===== config.mk =====
export PLATFORM = sky130hd
export DESIGN_NAME = utf8_to_utf16_transcoder
export DESIGN_NICKNAME = d
export VERILOG_FILES = /design/src/rtl/core/u8u16_pkg.sv /design/src/rtl/core/utf8_to_utf16_transcoder.sv
export SDC_FILE = /design/constraint.sdc
export NUM_CORES = 1
export LEC_CHECK = 0
export ABC_AREA = 0
export BUFFER_PORTS_ARGS = -buffer_cell sky130_fd_sc_hd__buf_2
export CELL_PAD_IN_SITES_DETAIL_PLACEMENT = 0
export CELL_PAD_IN_SITES_GLOBAL_PLACEMENT = 2
export CORE_MARGIN = 2
export CORE_UTILIZATION = 34
export DETAILED_ROUTE_END_ITERATION = 16
export PLACE_DENSITY = 0.88
export SYNTH_ARGS = -nofsm -noshare
export SYNTH_HDL_FRONTEND = slang
export SYNTH_SLANG_ARGS = --single-unit

===== constraint.sdc =====
create_clock -name i_clk -period 10 [get_ports i_clk]
set_clock_uncertainty 0.1 [all_clocks]
set_input_delay 2 -clock i_clk [delete_from_list [all_inputs] [get_ports i_clk]]
set_output_delay 2 -clock i_clk [all_outputs]
set_load 0.02 [all_outputs]

===== src/rtl/core/u8u16_pkg.sv =====
// Package for the UTF-8 to UTF-16 transcoder: field widths, saturation caps,
// code constants and the result record types. No dependencies.
`timescale 1ns / 1ps

package u8u16_pkg;

    // Field widths of the input and result items.
    localparam int BYTE_W  = 8;
    localparam int UNIT_W  = 16;
    localparam int CP_W    = 17;
    localparam int U8_W    = 18;
    localparam int U16_W   = 17;
    localparam int PART_W  = 21;
    localparam int ADD_W   = 3;
    localparam int OUT_DATA_W = 72;
    localparam int OUT_USER_W = 2;

    // Saturation limits, each capped at the largest value of its field.
    localparam int unsigned MAX_BYTES = 65536;
    localparam int unsigned CP_FIELD_MAX = (1 << CP_W) - 1;
    localparam int unsigned U8_FIELD_MAX = (1 << U8_W) - 1;
    localparam int unsigned U16_FIELD_MAX = (1 << U16_W) - 1;
    localparam logic [CP_W-1:0] CP_CAP =
        CP_W'((MAX_BYTES < CP_FIELD_MAX) ? MAX_BYTES : CP_FIELD_MAX);
    localparam logic [U16_W-1:0] U16_CAP =
        U16_W'((MAX_BYTES < U16_FIELD_MAX) ? MAX_BYTES : U16_FIELD_MAX);
    localparam logic [U8_W-1:0] U8_CAP =
        U8_W'(((3 * MAX_BYTES) < U8_FIELD_MAX) ? (3 * MAX_BYTES) : U8_FIELD_MAX);

    // Code constants.
    localparam logic [UNIT_W-1:0] REPLACEMENT  = 16'hFFFD;
    localparam logic [BYTE_W-1:0] TRAIL_LO_DEF = 8'h80;
    localparam logic [BYTE_W-1:0] TRAIL_HI_DEF = 8'hBF;
    localparam logic [BYTE_W-1:0] LEAD2_MIN    = 8'hC2;
    localparam logic [BYTE_W-1:0] LEAD2_MAX    = 8'hDF;
    localparam logic [BYTE_W-1:0] LEAD3_MIN    = 8'hE0;
    localparam logic [BYTE_W-1:0] LEAD3_MAX    = 8'hEF;
    localparam logic [BYTE_W-1:0] LEAD4_MIN    = 8'hF0;
    localparam logic [BYTE_W-1:0] LEAD4_MAX    = 8'hF4;
    localparam logic [BYTE_W-1:0] LEAD_E0      = 8'hE0;
    localparam logic [BYTE_W-1:0] LEAD_ED      = 8'hED;
    localparam logic [BYTE_W-1:0] LEAD_F0      = 8'hF0;
    localparam logic [BYTE_W-1:0] LEAD_F4      = 8'hF4;
    localparam logic [BYTE_W-1:0] TRAIL_LO_E0  = 8'hA0;
    localparam logic [BYTE_W-1:0] TRAIL_HI_ED  = 8'h9F;
    localparam logic [BYTE_W-1:0] TRAIL_LO_F0  = 8'h90;
    localparam logic [BYTE_W-1:0] TRAIL_HI_F4  = 8'h8F;
    localparam logic [PART_W-1:0] SUPP_MIN     = 21'h010000;
    localparam logic [PART_W-1:0] SUPP_MAX     = 21'h10FFFF;
    localparam logic [5:0]        HIGH_SURR_TAG = 6'b110110;
    localparam logic [5:0]        LOW_SURR_TAG  = 6'b110111;

    // One UTF-16 unit to be sent, before the running totals are attached.
    typedef struct packed {
        logic [UNIT_W-1:0] unit;
        logic              ends;
        logic              repl;
        logic [ADD_W-1:0]  utf8_add;
    } t_unit;

    // One complete result item as it waits in the output buffer.
    typedef struct packed {
        logic [UNIT_W-1:0] utf16_unit;
        logic              ends_code_point;
        logic              replaced;
        logic [CP_W-1:0]   code_point_count;
        logic [U8_W-1:0]   utf8_end;
        logic [U16_W-1:0]  utf16_end;
        logic              any_invalid;
        logic              run_last;
        logic              string_done;
    } t_result;

    // Saturating add of a small increment to an 18-bit counter.
    function automatic logic [U8_W-1:0] sat_add(input logic [U8_W-1:0] v,
                                                input logic [ADD_W-1:0] add,
                                                input logic [U8_W-1:0] cap);
        logic [U8_W:0] s;
        s = {1'b0, v} + {{(U8_W-ADD_W+1){1'b0}}, add};
        sat_add = (s > {1'b0, cap}) ? cap : s[U8_W-1:0];
    endfunction

endpackage


===== src/rtl/core/utf8_to_utf16_transcoder.sv =====
// UTF-8 to UTF-16 transcoder top level: input register, decode logic,
// two-entry result buffer. Depends on u8u16_pkg.
`timescale 1ns / 1ps

// Path: a byte is held in the input register until the result buffer has room
// for its results, which are then written into the buffer; the head entry drives
// the output. Throughput: one byte per cycle while the buffer has room; a byte
// that yields two units (a surrogate pair, or a replacement followed by another
// unit) takes both entries of the buffer, which the single output port drains.
// Reset: synchronous, active low; it clears the handshake state, the pending
// sequence, the running totals and the invalid flag at once.
module utf8_to_utf16_transcoder (
    input  logic        i_clk,
    input  logic        i_rst_n,
    // Input stream.
    input  logic        i_s_axis_tvalid,
    output logic        o_s_axis_tready,
    input  logic [7:0]  i_s_axis_tdata,   // [7:0] byte_value
    input  logic        i_s_axis_tlast,   // end_of_string
    // Result stream.
    output logic        o_m_axis_tvalid,
    input  logic        i_m_axis_tready,
    // [15:0] utf16_unit, [32:16] code_point_count, [50:33] utf8_end,
    // [67:51] utf16_end, [68] any_invalid, [69] run_last, [71:70] zero
    output logic [71:0] o_m_axis_tdata,
    // [0] ends_code_point, [1] replaced
    output logic [1:0]  o_m_axis_tuser,
    output logic        o_m_axis_tlast    // string_done
);

    // Input register.
    logic                          r_in_valid;
    logic                          n_in_valid;
    logic [u8u16_pkg::BYTE_W-1:0]  r_in_byte;
    logic                          r_in_eos;

    // Decoder state.
    logic [u8u16_pkg::PART_W-1:0]  r_partial;
    logic [1:0]                    r_trail_left;
    logic [1:0]                    r_prefix_cnt;
    logic [u8u16_pkg::BYTE_W-1:0]  r_trail_lo;
    logic [u8u16_pkg::BYTE_W-1:0]  r_trail_hi;
    logic [u8u16_pkg::U8_W-1:0]    r_u8_total;
    logic [u8u16_pkg::U16_W-1:0]   r_u16_total;
    logic [u8u16_pkg::CP_W-1:0]    r_cp_total;
    logic                          r_invalid;

    logic [u8u16_pkg::PART_W-1:0]  n_partial;
    logic [1:0]                    n_trail_left;
    logic [1:0]                    n_prefix_cnt;
    logic [u8u16_pkg::BYTE_W-1:0]  n_trail_lo;
    logic [u8u16_pkg::BYTE_W-1:0]  n_trail_hi;
    logic [u8u16_pkg::U8_W-1:0]    n_u8_total;
    logic [u8u16_pkg::U16_W-1:0]   n_u16_total;
    logic [u8u16_pkg::CP_W-1:0]    n_cp_total;
    logic                          n_invalid;

    // Result buffer, head in entry 0.
    u8u16_pkg::t_result            r_buf0;
    u8u16_pkg::t_result            r_buf1;
    logic [1:0]                    r_cnt;
    u8u16_pkg::t_result            n_buf0;
    u8u16_pkg::t_result            n_buf1;
    logic [1:0]                    n_cnt;

    // Decode results.
    u8u16_pkg::t_unit              unit0;
    u8u16_pkg::t_unit              unit1;
    logic [1:0]                    res_n;
    u8u16_pkg::t_result            res0;
    u8u16_pkg::t_result            res1;

    logic                          in_fire;
    logic                          pop;
    logic                          proc;
    logic [1:0]                    cnt_after;
    logic [1:0]                    free_slots;

    // Decode one byte against the pending sequence.
    always_comb begin
        u8u16_pkg::t_unit              repl_unit;
        u8u16_pkg::t_unit              ld_unit;
        logic                          ld_n;
        logic                          started;
        logic [1:0]                    ld_tl;
        logic [u8u16_pkg::PART_W-1:0]  ld_part;
        logic [u8u16_pkg::BYTE_W-1:0]  ld_lo;
        logic [u8u16_pkg::BYTE_W-1:0]  ld_hi;
        logic [1:0]                    ld_pc;
        logic                          in_range;
        logic [u8u16_pkg::PART_W-1:0]  cp_cat;
        logic [u8u16_pkg::PART_W-1:0]  cp_off;
        logic [1:0]                    tl_dec;
        logic [u8u16_pkg::ADD_W-1:0]   cnt_inc;

        repl_unit.unit     = u8u16_pkg::REPLACEMENT;
        repl_unit.ends     = 1'b1;
        repl_unit.repl     = 1'b1;
        repl_unit.utf8_add = 3'd3;

        // Lead byte interpretation.
        ld_unit = '0;
        ld_n    = 1'b0;
        started = 1'b0;
        ld_tl   = 2'd0;
        ld_part = '0;
        ld_lo   = u8u16_pkg::TRAIL_LO_DEF;
        ld_hi   = u8u16_pkg::TRAIL_HI_DEF;
        ld_pc   = 2'd0;
        priority if (!r_in_byte[7]) begin
            ld_unit.unit     = {8'h00, r_in_byte};
            ld_unit.ends     = 1'b1;
            ld_unit.repl     = 1'b0;
            ld_unit.utf8_add = 3'd1;
            ld_n             = 1'b1;
        end else if (r_in_byte >= u8u16_pkg::LEAD2_MIN &&
                     r_in_byte <= u8u16_pkg::LEAD2_MAX) begin
            started = 1'b1;
            ld_tl   = 2'd1;
            ld_part = {16'h0000, r_in_byte[4:0]};
        end else if (r_in_byte >= u8u16_pkg::LEAD3_MIN &&
                     r_in_byte <= u8u16_pkg::LEAD3_MAX) begin
            started = 1'b1;
            ld_tl   = 2'd2;
            ld_part = {17'h00000, r_in_byte[3:0]};
            if (r_in_byte == u8u16_pkg::LEAD_E0) begin
                ld_lo = u8u16_pkg::TRAIL_LO_E0;
            end else if (r_in_byte == u8u16_pkg::LEAD_ED) begin
                ld_hi = u8u16_pkg::TRAIL_HI_ED;
            end
        end else if (r_in_byte >= u8u16_pkg::LEAD4_MIN &&
                     r_in_byte <= u8u16_pkg::LEAD4_MAX) begin
            started = 1'b1;
            ld_tl   = 2'd3;
            ld_part = {18'h00000, r_in_byte[2:0]};
            if (r_in_byte == u8u16_pkg::LEAD_F0) begin
                ld_lo = u8u16_pkg::TRAIL_LO_F0;
            end else if (r_in_byte == u8u16_pkg::LEAD_F4) begin
                ld_hi = u8u16_pkg::TRAIL_HI_F4;
            end
        end else begin
            ld_unit = repl_unit;
            ld_n    = 1'b1;
        end
        if (started) begin
            ld_pc = 2'd1;
            // A string that ends right after a lead byte is a truncated tail.
            if (r_in_eos) begin
                ld_unit = repl_unit;
                ld_n    = 1'b1;
                ld_tl   = 2'd0;
                ld_part = '0;
                ld_lo   = u8u16_pkg::TRAIL_LO_DEF;
                ld_hi   = u8u16_pkg::TRAIL_HI_DEF;
                ld_pc   = 2'd0;
            end
        end

        // Trail byte interpretation.
        in_range = (r_in_byte >= r_trail_lo) && (r_in_byte <= r_trail_hi);
        cp_cat   = {r_partial[u8u16_pkg::PART_W-7:0], r_in_byte[5:0]};
        cp_off   = cp_cat - u8u16_pkg::SUPP_MIN;
        tl_dec   = r_trail_left - 2'd1;
        cnt_inc  = {1'b0, r_prefix_cnt} + 3'd1;

        unit0        = '0;
        unit1        = '0;
        res_n        = 2'd0;
        n_trail_left = 2'd0;
        n_partial    = '0;
        n_trail_lo   = u8u16_pkg::TRAIL_LO_DEF;
        n_trail_hi   = u8u16_pkg::TRAIL_HI_DEF;
        n_prefix_cnt = 2'd0;

        if (r_trail_left != 2'd0 && in_range) begin
            if (tl_dec == 2'd0) begin
                // Sequence complete: one unit, or a surrogate pair above FFFF.
                if (cp_cat >= u8u16_pkg::SUPP_MIN && cp_cat <= u8u16_pkg::SUPP_MAX) begin
                    unit0.unit     = {u8u16_pkg::HIGH_SURR_TAG, cp_off[19:10]};
                    unit0.ends     = 1'b0;
                    unit0.repl     = 1'b0;
                    unit0.utf8_add = 3'd0;
                    unit1.unit     = {u8u16_pkg::LOW_SURR_TAG, cp_off[9:0]};
                    unit1.ends     = 1'b1;
                    unit1.repl     = 1'b0;
                    unit1.utf8_add = cnt_inc;
                    res_n          = 2'd2;
                end else begin
                    unit0.unit     = cp_cat[u8u16_pkg::UNIT_W-1:0];
                    unit0.ends     = 1'b1;
                    unit0.repl     = 1'b0;
                    unit0.utf8_add = cnt_inc;
                    res_n          = 2'd1;
                end
            end else if (r_in_eos) begin
                unit0 = repl_unit;
                res_n = 2'd1;
            end else begin
                n_trail_left = tl_dec;
                n_partial    = cp_cat;
                n_prefix_cnt = cnt_inc[1:0];
            end
        end else if (r_trail_left != 2'd0) begin
            // Bad trail byte: replace the prefix, then treat the byte as a lead.
            unit0        = repl_unit;
            unit1        = ld_unit;
            res_n        = ld_n ? 2'd2 : 2'd1;
            n_trail_left = ld_tl;
            n_partial    = ld_part;
            n_trail_lo   = ld_lo;
            n_trail_hi   = ld_hi;
            n_prefix_cnt = ld_pc;
        end else begin
            unit0        = ld_unit;
            res_n        = {1'b0, ld_n};
            n_trail_left = ld_tl;
            n_partial    = ld_part;
            n_trail_lo   = ld_lo;
            n_trail_hi   = ld_hi;
            n_prefix_cnt = ld_pc;
        end
    end

    // Running totals after each unit and the result records.
    always_comb begin
        logic [u8u16_pkg::U16_W-1:0] u16_a;
        logic [u8u16_pkg::CP_W-1:0]  cp_a;
        logic [u8u16_pkg::U8_W-1:0]  u8_a;
        logic                        inv_a;
        logic [u8u16_pkg::U16_W-1:0] u16_b;
        logic [u8u16_pkg::CP_W-1:0]  cp_b;
        logic [u8u16_pkg::U8_W-1:0]  u8_b;
        logic                        inv_b;

        u16_a = u8u16_pkg::U16_W'(u8u16_pkg::sat_add({1'b0, r_u16_total}, 3'd1,
                                                     {1'b0, u8u16_pkg::U16_CAP}));
        cp_a  = unit0.ends ?
                u8u16_pkg::CP_W'(u8u16_pkg::sat_add({1'b0, r_cp_total}, 3'd1,
                                                    {1'b0, u8u16_pkg::CP_CAP})) :
                r_cp_total;
        u8_a  = unit0.ends ?
                u8u16_pkg::sat_add(r_u8_total, unit0.utf8_add, u8u16_pkg::U8_CAP) :
                r_u8_total;
        inv_a = r_invalid | unit0.repl;

        u16_b = u8u16_pkg::U16_W'(u8u16_pkg::sat_add({1'b0, u16_a}, 3'd1,
                                                     {1'b0, u8u16_pkg::U16_CAP}));
        cp_b  = unit1.ends ?
                u8u16_pkg::CP_W'(u8u16_pkg::sat_add({1'b0, cp_a}, 3'd1,
                                                    {1'b0, u8u16_pkg::CP_CAP})) :
                cp_a;
        u8_b  = unit1.ends ?
                u8u16_pkg::sat_add(u8_a, unit1.utf8_add, u8u16_pkg::U8_CAP) :
                u8_a;
        inv_b = inv_a | unit1.repl;

        res0.utf16_unit       = unit0.unit;
        res0.ends_code_point  = unit0.ends;
        res0.replaced         = unit0.repl;
        res0.code_point_count = cp_a;
        res0.utf8_end         = u8_a;
        res0.utf16_end        = u16_a;
        res0.any_invalid      = inv_a;
        res0.run_last         = (res_n == 2'd1);
        res0.string_done      = (res_n == 2'd1) && r_in_eos;

        res1.utf16_unit       = unit1.unit;
        res1.ends_code_point  = unit1.ends;
        res1.replaced         = unit1.repl;
        res1.code_point_count = cp_b;
        res1.utf8_end         = u8_b;
        res1.utf16_end        = u16_b;
        res1.any_invalid      = inv_b;
        res1.run_last         = 1'b1;
        res1.string_done      = r_in_eos;

        // The end of a string returns every total to zero.
        if (r_in_eos) begin
            n_u16_total = '0;
            n_cp_total  = '0;
            n_u8_total  = '0;
            n_invalid   = 1'b0;
        end else if (res_n == 2'd2) begin
            n_u16_total = u16_b;
            n_cp_total  = cp_b;
            n_u8_total  = u8_b;
            n_invalid   = inv_b;
        end else if (res_n == 2'd1) begin
            n_u16_total = u16_a;
            n_cp_total  = cp_a;
            n_u8_total  = u8_a;
            n_invalid   = inv_a;
        end else begin
            n_u16_total = r_u16_total;
            n_cp_total  = r_cp_total;
            n_u8_total  = r_u8_total;
            n_invalid   = r_invalid;
        end
    end

    // Handshake and result buffer control.
    always_comb begin
        pop        = (r_cnt != 2'd0) && i_m_axis_tready;
        cnt_after  = r_cnt - {1'b0, pop};
        free_slots = 2'd2 - cnt_after;
        proc       = r_in_valid && (res_n <= free_slots);
        in_fire    = i_s_axis_tvalid && o_s_axis_tready;
        n_in_valid = in_fire ? 1'b1 : (proc ? 1'b0 : r_in_valid);

        n_buf0 = pop ? r_buf1 : r_buf0;
        n_buf1 = r_buf1;
        if (proc) begin
            unique case (cnt_after)
                2'd0: begin
                    if (res_n != 2'd0) begin
                        n_buf0 = res0;
                    end
                    if (res_n == 2'd2) begin
                        n_buf1 = res1;
                    end
                end
                2'd1: begin
                    if (res_n != 2'd0) begin
                        n_buf1 = res0;
                    end
                end
                default: begin
                end
            endcase
        end
        n_cnt = proc ? (cnt_after + res_n) : cnt_after;
    end

    assign o_s_axis_tready = !r_in_valid || proc;
    assign o_m_axis_tvalid = (r_cnt != 2'd0);
    assign o_m_axis_tdata  = {2'b00, r_buf0.run_last, r_buf0.any_invalid,
                              r_buf0.utf16_end, r_buf0.utf8_end,
                              r_buf0.code_point_count, r_buf0.utf16_unit};
    assign o_m_axis_tuser  = {r_buf0.replaced, r_buf0.ends_code_point};
    assign o_m_axis_tlast  = r_buf0.string_done;

    // Control and decoder state registers.
    always_ff @(posedge i_clk) begin
        if (!i_rst_n) begin
            r_in_valid   <= 1'b0;
            r_cnt        <= 2'd0;
            r_partial    <= '0;
            r_trail_left <= 2'd0;
            r_prefix_cnt <= 2'd0;
            r_trail_lo   <= u8u16_pkg::TRAIL_LO_DEF;
            r_trail_hi   <= u8u16_pkg::TRAIL_HI_DEF;
            r_u8_total   <= '0;
            r_u16_total  <= '0;
            r_cp_total   <= '0;
            r_invalid    <= 1'b0;
        end else begin
            r_in_valid <= n_in_valid;
            r_cnt      <= n_cnt;
            if (proc) begin
                r_partial    <= n_partial;
                r_trail_left <= n_trail_left;
                r_prefix_cnt <= n_prefix_cnt;
                r_trail_lo   <= n_trail_lo;
                r_trail_hi   <= n_trail_hi;
                r_u8_total   <= n_u8_total;
                r_u16_total  <= n_u16_total;
                r_cp_total   <= n_cp_total;
                r_invalid    <= n_invalid;
            end
        end
    end

    // Payload registers.
    always_ff @(posedge i_clk) begin
        if (in_fire) begin
            r_in_byte <= i_s_axis_tdata;
            r_in_eos  <= i_s_axis_tlast;
        end
        r_buf0 <= n_buf0;
        r_buf1 <= n_buf1;
    end

`ifndef ASSERT_OFF
    // The result buffer never holds more than two entries.
    a_cnt_bound: assert property (@(posedge i_clk) disable iff (!i_rst_n)
        r_cnt <= 2'd2)
        else $error("result buffer overfilled");

    // The final byte of a string always yields at least one result.
    a_eos_result: assert property (@(posedge i_clk) disable iff (!i_rst_n)
        (proc && r_in_eos) |-> (res_n != 2'd0))
        else $error("end of string produced no result");

    // After the final byte every total and the pending sequence are cleared.
    a_eos_clear: assert property (@(posedge i_clk) disable iff (!i_rst_n)
        (proc && r_in_eos) |=> (r_trail_left == 2'd0 && r_u16_total == '0 &&
                                r_cp_total == '0 && r_u8_total == '0 && !r_invalid))
        else $error("state not cleared after end of string");

    // With no sequence pending the trail window is the default one.
    a_window_idle: assert property (@(posedge i_clk) disable iff (!i_rst_n)
        (r_trail_left == 2'd0) |-> (r_trail_lo == u8u16_pkg::TRAIL_LO_DEF &&
                                    r_trail_hi == u8u16_pkg::TRAIL_HI_DEF))
        else $error("trail window left narrowed while idle");

    // A replacement unit always carries the invalid flag.
    a_repl_flag: assert property (@(posedge i_clk) disable iff (!i_rst_n)
        (o_m_axis_tvalid && r_buf0.replaced) |-> r_buf0.any_invalid)
        else $error("replacement without invalid flag");
`endif

endmodule


Word-level counts from Yosys, hierarchy flattened
Cells that the tools add are included. Widths: inputs -> output; s select.

Mux-type cells: 106. Add/subtract/negate cells: 12. Reductions and logical operators: 22. Bitwise logic cells: 2. Equal/unequal tests: 9. Magnitude comparators: 17.

Operators with widths (count): $mux 73 (6); $mux 21 (15); $mux 17 (12); $pmux 73 s2 (1); $mux 18 (7); $mux 8 (12); $add 17x1->18 const B (4); $gt 18x17->1 const B (4); $mux 15 (4); $add 18x3->19 (2); $gt 19x18->1 const B (2); $mux 2 (18); $mux 6 (6); $eq 8x8->1 const B (4); $mux 5 (5); $ge 8x8->1 const B (3); $le 8x8->1 const B (3); $ge 21x17->1 const B (1); $le 21x21->1 const B (1); $sub 20x17->20 const B (1); $mux 1 (18); $logic_and 1x1->1 (10); $reduce_bool 2->1 (5); $ge 8x8->1 (1); 19 further kinds (23).

Flip-flop bits (word level): 246. Output and inout port bits: 77. Input port bits: 13. Word-level logic and storage cells: 199.

Longest topological paths before layout
Depth after elaboration: 20. Depth in mapped cells: 41. Gate-level depth less buffers: 34.

Least setup slack after synthesis
Ideal clock, no wire load.

Path kind: input to register. From: input i_m_axis_tready. To: register r_buf1[0] in the netlist's numbering, enable pin. Data arrival time: 9634 ps. Slack: -347 ps. Stages on the path: 12. Required time: 9287 ps. Path buffers: 2. Library setup time: 613 ps. Cell sequence: nand2_1 > clkinv_1 > clkbuf_1 > ha_1 > xnor2_1 > ha_1 > ha_1 > nor2b_1 > o21ai_0 > nand2_1 > clkbuf_1 > a211oi_1.

Cells in the longest elaborated chain, start to end: 6. Elaborated cells on any way between the ends: 11. Classes of those cells: 2 x add/sub; 1 x order compare; 3 x eq/ne; 5 x reduce/logical.

RTL lines: from (decl) (RTL line utf8_to_utf16_transcoder.sv:22) `input logic i_m_axis_tready,`; $logic_and 1x1->1 (*) (RTL line utf8_to_utf16_transcoder.sv:303) `pop = (r_cnt != 2'd0) && i_m_axis_tready;`; $sub 2x1->2 (*) (RTL line utf8_to_utf16_transcoder.sv:304) `cnt_after = r_cnt - {1'b0, pop};`; $sub 2x2->2 (RTL line utf8_to_utf16_transcoder.sv:305) `free_slots = 2'd2 - cnt_after;`; $le 2x2->1 (RTL line utf8_to_utf16_transcoder.sv:306) `proc = r_in_valid && (res_n <= free_slots);`; $logic_and 1x1->1 (RTL line utf8_to_utf16_transcoder.sv:306); $reduce_and 4->1 (no source line) (*); to (signal assigned) (RTL line utf8_to_utf16_transcoder.sv:380) `r_buf1 <= n_buf1;`; to (decl) (RTL line utf8_to_utf16_transcoder.sv:60) `u8u16_pkg::t_result r_buf1;`.

Mark *: on every way between the ends. The rest lies on a longest branch, timed or not. A chain may end at the register's enable or synchronous reset.

Worst setup path in the final report
From: register r_in_byte[3] in the netlist's numbering. To: register r_buf1[28] in the netlist's numbering, data pin.

Cells in the longest elaborated chain, start to end: 20. Elaborated cells on any way between the ends: 45. Classes of those cells: 2 x add/sub; 12 x order compare; 25 x mux; 6 x reduce/logical.

RTL lines: from (decl) (RTL line utf8_to_utf16_transcoder.sv:34) `logic [u8u16_pkg::BYTE_W-1:0] r_in_byte;`; from (signal assigned) (RTL line utf8_to_utf16_transcoder.sv:376) `r_in_byte <= i_s_axis_tdata;`; $ge 8x8->1 or $le 8x8->1 (tied branches) (RTL line utf8_to_utf16_transcoder.sv:131, utf8_to_utf16_transcoder.sv:132); $logic_and 1x1->1 (RTL line utf8_to_utf16_transcoder.sv:131) `end else if (r_in_byte >= u8u16_pkg::LEAD4_MIN &&`; $mux 21 (RTL line utf8_to_utf16_transcoder.sv:131); $mux 21 (RTL line utf8_to_utf16_transcoder.sv:121) `end else if (r_in_byte >= u8u16_pkg::LEAD3_MIN &&`; $mux 21 (RTL line utf8_to_utf16_transcoder.sv:116) `end else if (r_in_byte >= u8u16_pkg::LEAD2_MIN &&`; $mux 21 (RTL line utf8_to_utf16_transcoder.sv:110) `priority if (!r_in_byte[7]) begin`; $mux 21 (RTL line utf8_to_utf16_transcoder.sv:148) `if (r_in_eos) begin`; $mux 21 (RTL line utf8_to_utf16_transcoder.sv:145) `if (started) begin`; [4 not listed]; $mux 18 (RTL line u8u16_pkg.sv:80) `sat_add = (s > {1'b0, cap}) ? cap : s[U8_W-1:0];`; $mux 18 (RTL line utf8_to_utf16_transcoder.sv:241) `u8_a = unit0.ends ?`; $add 18x3->19 (RTL line u8u16_pkg.sv:79) `s = {1'b0, v} + {{(U8_W-ADD_W+1){1'b0}}, add};`; $gt 19x18->1 (RTL line u8u16_pkg.sv:80); $mux 18 (RTL line u8u16_pkg.sv:80); $mux 18 (RTL line utf8_to_utf16_transcoder.sv:252) `u8_b = unit1.ends ?`; $mux 73 (RTL line utf8_to_utf16_transcoder.sv:318) `if (res_n == 2'd2) begin`; $pmux 73 s2 (*) (RTL line utf8_to_utf16_transcoder.sv:313) `unique case (cnt_after)`.

Mark *: on every way between the ends. The rest lies on a longest branch, timed or not. The select of a mux whose other input is x is not followed.

==> impl_metrics.env <==
export IMPL_worstSetupEndpointType="flop"
export IMPL_dr_pass1_iters=5
export IMPL_clock_path_buffers=3
export IMPL_setup_violations=0
export IMPL_timing_rr_start="r_in_byte[3]"
export IMPL_hp_start="r_prefix_cnt[1]"
export IMPL_yosysWarnings=0
export IMPL_grt_pass1_wl_um=86900
export IMPL_dr_first_iter_drc_count=1219
export IMPL_post_cts_setup_buffer_count=0
export IMPL_drive_above_1_share_pct=12.31
export IMPL_fin_crit_ns=9.447
export IMPL_grt_pass1_vias=14800
export IMPL_hold_class="flop to flop"
export IMPL_clk_pin_slew_ns=0.06
export IMPL_grt_max_degree=109
export IMPL_hold_buffers=0
export IMPL_vias=15410
export IMPL_cts_num_sinks=234
export IMPL_area_growth_pct=11.53
export IMPL_die_h_um=220.0
export IMPL_die_area_um2=48400
export IMPL_track_usage_pct=22.68
export IMPL_yosysUniqueCellTypes=108
export IMPL_cp_required_ns=10.30
export IMPL_startpoint_type="flop"
export IMPL_placed_area_um2=16730
export IMPL_die_w_um=220.0
export IMPL_worst_pin_slew_ns=1.173
export IMPL_synth_ff_type="dfxtp_1"
export IMPL_synth_top_area_cell="dfxtp_1"
export IMPL_max_stage_delay_ns=0.53
export IMPL_grt_antenna_before_repair=1
export IMPL_muxShareOfSynthArea_pct=4.851
export IMPL_synth_xor_area_share_pct=3.313
export IMPL_drv_slew=0
export IMPL_synth_edf_count=82
export IMPL_synth_top_family_by_area="compound AO/OA/AOI/OAI gates"
export IMPL_design_core_area_um2=46260
export IMPL_fmax_mhz=105.9
export IMPL_power_mw=3.945
export IMPL_cp_common_cell="nor2_1"
export IMPL_gp_congestion=0.9238
export IMPL_cts_max_level=1
export IMPL_crit_arrival_ns=9.75
export IMPL_netlist_area_um2=15860
export IMPL_synthSimpleGateAreaFrac_pct=24.26
export IMPL_maxCapViolations=0
export IMPL_synth_compound_area_share_pct=25.31
export IMPL_seq_area_frac_synth_pct=34.71
export IMPL_nets=2032
export IMPL_path_max_fanout=12
export IMPL_min_period_over_period_pct=94.47
export IMPL_synth_area_leaders="dfxtp_1, edfxtp_1, nand2_1, o21ai_0, mux2i_1"
export IMPL_synth_cells=1981
export IMPL_viasPerCell=5.876
export IMPL_yosysTopAreaCellShare_pct=19.18
export IMPL_regToRegSetupSlack_ns=0.55
export IMPL_cpMaxStageDelayCell="edfxtp_1"
export IMPL_slew_headroom_pct=21.10
export IMPL_grt_overflow=0
export IMPL_synthAdderAreaFrac_pct=2.303
export IMPL_clk_latency_ns=0.59
export IMPL_routedWlPerCell_um=21.15
export IMPL_cts_buffers_inserted=29
export IMPL_initial_utilization_pct=34.29
export IMPL_cellLeakagePower_nw=6.397
export IMPL_fill_cells=4819
export IMPL_whs_ns=0.3659
export IMPL_r2r_cells=30
export IMPL_cts_root_buf="clkbuf_16"
export IMPL_synth_seq_cells=234
export IMPL_status="finished, final reports clean"
export IMPL_async_flop_share_pct=0
export IMPL_hold_viol=0
export IMPL_rsz0062_at_grt="false"
export IMPL_drcViolationCount=0
export IMPL_rows=79
export IMPL_worstSetupPathType="flop to flop"
export IMPL_ant_nets=0
export IMPL_synth_top_cells_by_count="nand2_1, o21ai_0, nor2_1"
export IMPL_dp_hpwl_um=39360
export IMPL_boundaryPins=90
export IMPL_worst_ir_drop_vdd_mv=0.1365
export IMPL_r2r_end="r_buf1[28]"
export IMPL_portBuffers=87
export IMPL_wl_um=55460
export IMPL_pwr_density_cell_nw_per_um2=223.0
export IMPL_synth_most_common_cell="nand2_1"
export IMPL_setup_tns_ns=0
export IMPL_whs_path_depth=2
export IMPL_worstHoldEndpoint="r_prefix_cnt[1]"
export IMPL_finalInstanceArea_um2=17690
export IMPL_final_core_util_pct=38.24
export IMPL_cts_tree="built"
export IMPL_synth_avg_cell_area_um2=8.007
==> power by group <==
part	total [mW]	switching (mW)	leakage (nW)	internal [mW]
clock	1.06	0.450	0.460	0.607
combinational	1.51	1.03	3.92	0.480
sequential	1.37	0.144	2.02	1.23
total	3.95	1.63	6.40	2.32
==> sequential cells by signal, indices dropped and copies added, names as in the netlist <==
name and flops:
r_invalid 1, o_m_axis_tlast 1, r_u16_total 17, r_cp_total 17
r_trail_left 2, r_trail_lo 2, r_partial 15, r_buf1 73
r_u8_total 18, r_prefix_cnt 2, r_cnt 2, r_in_byte 8
r_trail_hi 2, o_m_axis_tdata 70, r_in_valid 1, r_in_eos 1
o_m_axis_tuser 2
==> cell type report <==
cell class	instances	area, um^2	share of cell area [%]
Multi-Input combinational cell	1556	9589	54.20
Sequential cell	234	5505	31.12
Clock buffer	34	774.5	4.378
Tap cell	607	759.5	4.293
Timing Repair Buffer	120	695.7	3.932
Inverter	50	187.7	1.061
Clock inverter	20	176.4	0.9972
Antenna cell	1	2.502	0.01415
==> cell usage in the layout, fill, tap and decap left out, types with 15 or more instances in the layout <==
cell type	instances
nand2_1	261
o21ai_0	179
nor2_1	155
dfxtp_1	152
a21oi_1	120
buf_2	87
edfxtp_1	82
nand3_1	80
mux2i_1	69
nor3_1	52
inv_1	47
xnor2_1	41
and2_1	38
a211oi_1	32
buf_4	32
nand4_1	31
clkbuf_16	29
ha_1	26
o31ai_1	25
nor4_1	24
a22oi_1	24
and3_1	22
o22ai_1	21
o21ai_1	20
xor2_1	19
a31oi_1	18
nand2b_1	15
or3_1	15
a22o_1	15
==> worst max path at each step <==
stage / cells past startpoint / start / endpoint
6_report: 30 / r_in_byte[3] / r_buf1[28]
5_1_grt: 30 / r_in_byte[3] / r_buf1[30]
4_1_cts: 31 / r_in_byte[3] / r_buf1[28]
3_5_place_dp: 31 / r_in_byte[3] / r_buf1[33]
3_3_place_gp: 31 / r_in_byte[3] / r_buf1[33]
2_1_floorplan: 36 / r_in_byte[1] / r_buf1[33]
==> critical path: cells and delay by family, from the launching register on <==
family	cells	cell delay, ns
AND/OR/NAND/NOR	13	4.69
buffers and inverters	1	0.20
AO/OA/AOI/OAI	13	3.03
flip-flops	1	0.53
multiplexers	1	0.14
adder cells (fa/ha/maj)	2	0.55
==> metal layers <==
| metal | up-vias | part of all wire (%) | routed length (um) | GRT usage [%] |
|---|---|---|---|---|
| met3 | 86 | 5.5 | 3033 | 2.719 |
| met2 | 489 | 46 | 25460 | 37.67 |
| met5 | - | 0 | 0 | 0 |
| met4 | 0 | 2.5 | 1392 | 6.152 |
| met1 | 7482 | 46 | 25580 | 30.99 |
| li1 | 7351 | - | - | - |
==> stage by stage <==
step | worst slack [ns] | cells
floorplan | 1.801 | 1982
global placement | 0.9739 | 2567
detailed placement | 0.7383 | 2567
CTS | 0.6531 | 2621
global route | 0.009177 | 2621
finish | 0.5529 | 2622
==> cell families after synthesis <==
kind of cell / Yosys count
AOI/OAI and AO/OA: 610
adders and majority gates: 28
xor gates and xnor gates: 60
buffers and inverters: 192
muxes: 76
other: 1
DFF: 234
and+or+nand+nor: 780
==> repair_timing <==
item	4_1_cts	5_1_grt
resized for setup	0	1
setup endpoints to repair	0	10
hold endpoints to repair	0	0
Power figures use the tool's default switching activity.
